## src/rtl/core/rste_pkg.sv

```systemverilog
// ----------------------------------------------------------------------------
// Range sum tree engine package
// Shared widths, operation codes and the controller/datapath interface types.
// ----------------------------------------------------------------------------
package rste_pkg;

    localparam int DATA_W = 32;
    localparam int IDX_W  = 10;
    localparam int CFG_W  = 11;
    // Wide enough for an element count of up to 65536.
    localparam int CNT_W  = 17;

    typedef enum logic [1:0] {
        OP_LOAD  = 2'd0,
        OP_QUERY = 2'd1,
        OP_ADD   = 2'd2,
        OP_NONE  = 2'd3
    } op_t;

    typedef struct packed {
        logic accept;
        logic clear_step;
        logic run_step;
        logic publish;
    } cmd_t;

    typedef struct packed {
        logic go_run;
        logic clear_last;
        logic run_last;
        logic pend;
    } sts_t;

endpackage

```

## src/rtl/core/rste_ctrl.sv

```systemverilog
// ----------------------------------------------------------------------------
// Range sum tree engine controller
// Sequences the clearing pass, the leaf sweep of each request and the result.
// ----------------------------------------------------------------------------
module rste_ctrl (
    input  logic           aclk,
    input  logic           aresetn,
    input  logic           s_valid,
    output logic           s_ready,
    output logic           m_valid,
    input  logic           m_ready,
    input  rste_pkg::sts_t sts,
    output rste_pkg::cmd_t cmd
);

    typedef enum logic [2:0] {
        ST_CLEAR,
        ST_IDLE,
        ST_RUN,
        ST_DRAIN,
        ST_DONE
    } state_t;

    state_t state_reg, state_next;
    logic   m_valid_reg, m_valid_next;

    always_comb begin
        s_ready        = (state_reg == ST_IDLE);
        cmd.accept     = s_valid && s_ready;
        cmd.clear_step = (state_reg == ST_CLEAR);
        cmd.run_step   = (state_reg == ST_RUN);
        cmd.publish    = (state_reg == ST_DONE) && (!m_valid_reg || m_ready);

        state_next   = state_reg;
        m_valid_next = cmd.publish ? 1'b1 : (m_ready ? 1'b0 : m_valid_reg);
        unique case (state_reg)
            ST_CLEAR: begin
                if (sts.clear_last) state_next = ST_IDLE;
            end
            ST_IDLE: begin
                if (cmd.accept) state_next = sts.go_run ? ST_RUN : ST_DONE;
            end
            ST_RUN: begin
                if (sts.run_last) state_next = ST_DRAIN;
            end
            ST_DRAIN: begin
                state_next = ST_DONE;
            end
            ST_DONE: begin
                if (cmd.publish) state_next = ST_IDLE;
            end
            default: begin
                state_next = ST_IDLE;
            end
        endcase
    end

    always_ff @(posedge aclk) begin
        if (!aresetn) begin
            state_reg   <= ST_CLEAR;
            m_valid_reg <= 1'b0;
        end else begin
            state_reg   <= state_next;
            m_valid_reg <= m_valid_next;
        end
    end

    assign m_valid = m_valid_reg;

    a_drain_pending: assert property (@(posedge aclk) disable iff (!aresetn)
        state_reg == ST_DRAIN |-> sts.pend)
        else $error("drain without a read in flight");

    a_publish_valid: assert property (@(posedge aclk) disable iff (!aresetn)
        cmd.publish |=> m_valid_reg)
        else $error("published result not presented");

    a_short_request: assert property (@(posedge aclk) disable iff (!aresetn)
        cmd.accept && !sts.go_run |=> state_reg == ST_DONE)
        else $error("request without sweep did not finish at once");

    a_no_accept_clear: assert property (@(posedge aclk) disable iff (!aresetn)
        state_reg == ST_CLEAR |-> !s_ready)
        else $error("request taken during clearing pass");

endmodule

```

## config.mk

```make
export PLATFORM = sky130hd
export DESIGN_NAME = rste_ctrl
export DESIGN_NICKNAME = d
export VERILOG_FILES = /design/src/rtl/core/rste_pkg.sv /design/src/rtl/core/rste_ctrl.sv
export SDC_FILE = /design/constraint.sdc
export NUM_CORES = 1
export LEC_CHECK = 0
export BUFFER_PORTS_ARGS = -buffer_cell sky130_fd_sc_hd__buf_4
export CAP_MARGIN = 20
export CORE_AREA = 2 2 39 41
export DETAILED_ROUTE_END_ITERATION = 7
export DIE_AREA = 0 0 41 43
export HOLD_SLACK_MARGIN = 0.06
export PLACE_DENSITY = 0.4
export SYNTH_ARGS = -nofsm -noshare
export SYNTH_HDL_FRONTEND = slang
export SYNTH_SLANG_ARGS = --single-unit
```

## constraint.sdc

```tcl
create_clock -name aclk -period 1.4 [get_ports aclk]
set_clock_uncertainty 0.15 [all_clocks]
set_input_delay 0.14 -clock aclk [delete_from_list [all_inputs] [get_ports aclk]]
set_output_delay 0.14 -clock aclk [all_outputs]
set_load 0.01 [all_outputs]
```

Yosys cells after proc, flatten, opt, wreduce, memory -nomap -nowiden
Cells that the tools add are included.

cells by class
  eq/ne operators = 8
  mux-type cells = 8
  reductions and logical operators = 7

operator list
  cell                                                                    number
  3-bit two-way mux                                                       5
  3-bit case mux with 5 select lines                                      1
  3-bit by 2-bit equality test with 1-bit output (second input constant)  2
  2-bit != test (second input constant)                                   3
  4-bit AND reduction                                                     1
  3-bit by 1-bit equality test with 1-bit output (second input constant)  1
  3-bit equality test (second input constant)                             1
  3-bit zero test                                                         1
  1-bit logical AND                                                       2
  1-bit two-way mux                                                       2
  2-bit by 1-bit != test with 1-bit output (second input constant)        1
  2-bit nonzero test                                                      1
  1-bit zero test                                                         1
  1-bit logical OR                                                        1

word-level totals
  register bits after elaboration = 4
  input bits = 8
  output and inout port bits = 6
  word-level logic and storage cells = 25

Depth between registers and ports, before layout
  depth after elaboration = 5
  mapped depth = 3
  gate-level depth less buffers = 3

Worst setup path before layout
No wires, ideal clock.

  kind = register to output
  start point = register state_reg[0]
  end point = output cmd[3] in the netlist's numbering
  arrival = 0.876 ns
  data required time = 1.110 ns
  setup slack = 0.234 ns
  stages on the path, launching flop included = 3
  buffers on the path = 0
  cells stage by stage = dfxtp_1 > nor3b_2 > and2_1

RTL lines
  element                 RTL line         RTL
  from (decl)             rste_ctrl.sv:24  state_t state_reg, state_next;
  from (signal assigned)  rste_ctrl.sv:63  state_reg <= state_next;
  to (decl)               rste_ctrl.sv:13  output rste_pkg::cmd_t cmd

==> results summary <==
By area, the combinational part of the netlist is dominated by simple AND/OR/NAND/NOR gates. The area enclosed by the die boundary is 1760 um^2. The number of synthesized flops with an enable pin is 0. The leakage power is 0.205 nW. Of the total synthesized cell area, the portion taken by full adders, half adders and majority gates is 0. The post-synthesis cell area came out at 238 um^2. The kind of end point of the critical path is a primary output. The buffers plus inverters on the worst setup path is 2. The tree is rooted in a clkbuf_4. The number of nets in the layout came out at 58. The final design utilization came out at 0.316.

The multiplexer fraction of the synthesized cell area came out at 0. The critical path arrival is 1130 ps. The clock-pin slew on the worst setup and hold paths came out at 40 ps. The clock insertion delay at the later pin of the skew report came out at 230 ps. In this run, synthesis produced a sequential element count of 4. The signal on the critical path passes through buf_6 > nor3b_4 > and2_4 > buf_6. The wire length of the first global-routing pass came out at 959 um.

The area fraction in compound gates after synthesis is 0.168. In this run, placement finished with an instance count of 56. The count of synthesis-stage warnings from yosys is 0. The longest individual stage delay on the worst path came out at 310 ps.

For this block, the initial DRC count from the detailed router was 1. The fraction of layout instances using a drive strength above 1 came out at 0.542. The total via count after detailed routing is 257. The final clock period utilization by the worst path came out at 1.01. The post-layout instance count excluding filler cells is 64.

In this run the cell area measured after placement is 348 um^2. The number of failing setup endpoints in the final timing report came out at 1. The congestion estimate from routability-driven global placement came to 0.712. Row generation in the floorplan step produced 14 rows. The total count of max-transition violations in the final report is 0. The proportion of synthesized chip area in sequential cells came out at 0.337. The initial antenna violation count came out at 0. The average detailed-routed wire length per instance came out at 9.80 um. The post-placement worst setup slack is 135 ps. The starting density of the core is 0.172. Summed over all layers, the routed wires come to 627 um. The number of buffers on the longest clock path came out at 2. The number of antenna diodes in the final layout is 0.

The total count of hold-check failures in the final report was 0. The core area is 1380 um^2. The via count of the first global-routing pass came out at 258. The count of buffers added on input and output ports is 12.

After routing the design area is 437 um^2. The number of nets still failing antenna checks after routing came out at 0. The worst setup path is launched from a register. The net count of the mapped netlist is 36. The commonest cells after synthesis are dfxtp_1, nand2b_1, nor2b_1. The top-level I/O count is 14. The average instance in the mapped netlist occupies 8.49 um^2. The total routing usage reported by global routing is 0.0853. The detailed-placement wirelength estimate came out at 437 um. In this run, CTS created clock tree buffers numbering 3.

Ranked by total cell area, the synthesized netlist is headed by dfxtp_1, nand2b_1, nor2b_1. Setup repair after global routing could not meet its margin everywhere. The sum of overflow across all layers after global routing came out at 0. The cell count after synthesis came out at 28. From left edge to right edge, the die measures 41 um. The mean number of vias per cell came out at 4.02. Data on the critical path is required at its endpoint by 1110 ps.

The worst setup margin came out at -18.3 ps. The maximum level of the CTS H-tree is 1. Clock tree synthesis found a total of 4 sinks. Measured against its own limit, the worst slew margin works out to 0.879. Counting distinct cell types in the post-synthesis netlist gives 16. Relative to the synthesized area, the layout overhead comes to 83.7%. Grouping stages by cell kind, the critical path spends the most delay in simple AND/OR/NAND/NOR gates. TritonCTS built the clock tree. Among all flip-flop cells after synthesis, the most frequent one is dfxtp_1.

The number of detailed-routing iterations run before antenna repair is 2. The top-area cell type share of the netlist area is 0.337. The largest total area in the synthesized netlist belongs to dfxtp_1. Across the run, the number of max-cap violations was 0. The xor and xnor fraction of the mapped netlist area is 0.

The pin count of the biggest net entering global routing came out at 9. The fraction of the mapped netlist area in simple logic gates came out at 0.447. The total power consumption of the routed design is 357 uW.

The post-synthesis async set-or-reset flop share came out at 0. The die outline height is 43 um. The run finished, with violations left. Derived from the worst setup path, the maximum achievable clock frequency is 0.705 GHz.

The residual DRC count came out at 0. The number of fill cells came out at 148. The final critical path time including I/O delays and setup came out at 1420 ps. The critical path is of the register to primary output type.

The slowest stage of the critical path belongs to the cell dfxtp_2. The checks that failed: setup timing. The cell seen most often among critical-path stages is buf_6. The tightest min-delay check is of the input pin to register type. The pin slew with the least headroom to its limit is 182 ps. The maximum fanout encountered on the critical timing path is 4. The flip-flop count of the largest register after layout is 3. The worst vdd rail ir drop came out at 0.238 mV.

The power per cell area came out at 817 nW/um^2.
## layer usage
layer | part of all wire | track usage | up-vias | routed length [um]
li1 | - | - | 135 | -
met1 | 0.44 | 0.109 | 112 | 277
met2 | 0.48 | 0.103 | 10 | 301
met3 | 0.077 | 0 | 0 | 48
met4 | 0 | 0.120 | 0 | 0
met5 | 0 | 0 | - | 0
## stage by stage
stage / setup TNS (ps) / hold WS (ps)
floorplan: 0 / 108
global placement: 0 / 228
detailed placement: 0 / 237
CTS: -5.92 / 65.6
global route: -153 / 72.7
finish: -18.3 / 62.8
## worst min-delay path, cell delays in order
cell and delay, ps:
buf_4 110, nand4b_1 90, a21oi_1 60
## cells by family after synthesis
| group | Yosys count |
|---|---|
| simple gates | 16 |
| compound gates | 6 |
| flops | 4 |
| buf+inv | 2 |
## layout by cell type, fill, tap and decap left out, drive strengths merged
cell type,n
dlygate4sd3,1
a21boi,1
nor3,1
nand2,1
nor2b,4
dfxtp,4
buf,17
a21oi,2
nand4b,1
o21a,1
nand2b,4
nor2,2
o21ai,1
and2,1
clkbuf,3
nor3b,2
o311a,1
inv,1
## timing repair
item,CTS,global route
pin swaps,2,3
endpoints found under the setup margin,2,4
buffers inserted,2,2
endpoints found under the hold margin,4,0
hold buffers,1,0
resized for setup,1,8
## final cells by class
type,count,area [um^2],area share
well taps,16,20.0,0.0458
flip-flops and latches,4,86.3,0.198
repair buffers,18,149,0.341
clock buffers,3,22.5,0.0516
inverters,1,3.75,0.00860
multi-input cells,22,155,0.355
## power breakdown
group          internal, mW  switching [mW]  total, mW
registers             0.120         0.00982      0.130
clock network        0.0958          0.0457      0.141
logic                0.0566          0.0288     0.0854
## worst paths after layout
kind / startpoint / to / slack, ps / depth (start not counted)
worst max-delay path: state_reg[2] / cmd[3] / -20 / 4
worst min-delay path: sts[3] / state_reg[1] / 60 / 3
worst max register to register: state_reg[1] / state_reg[0] / 150 / 5
worst min register to register: state_reg[0] / state_reg[1] / 400 / 2
Power figures use the tool's default switching activity.
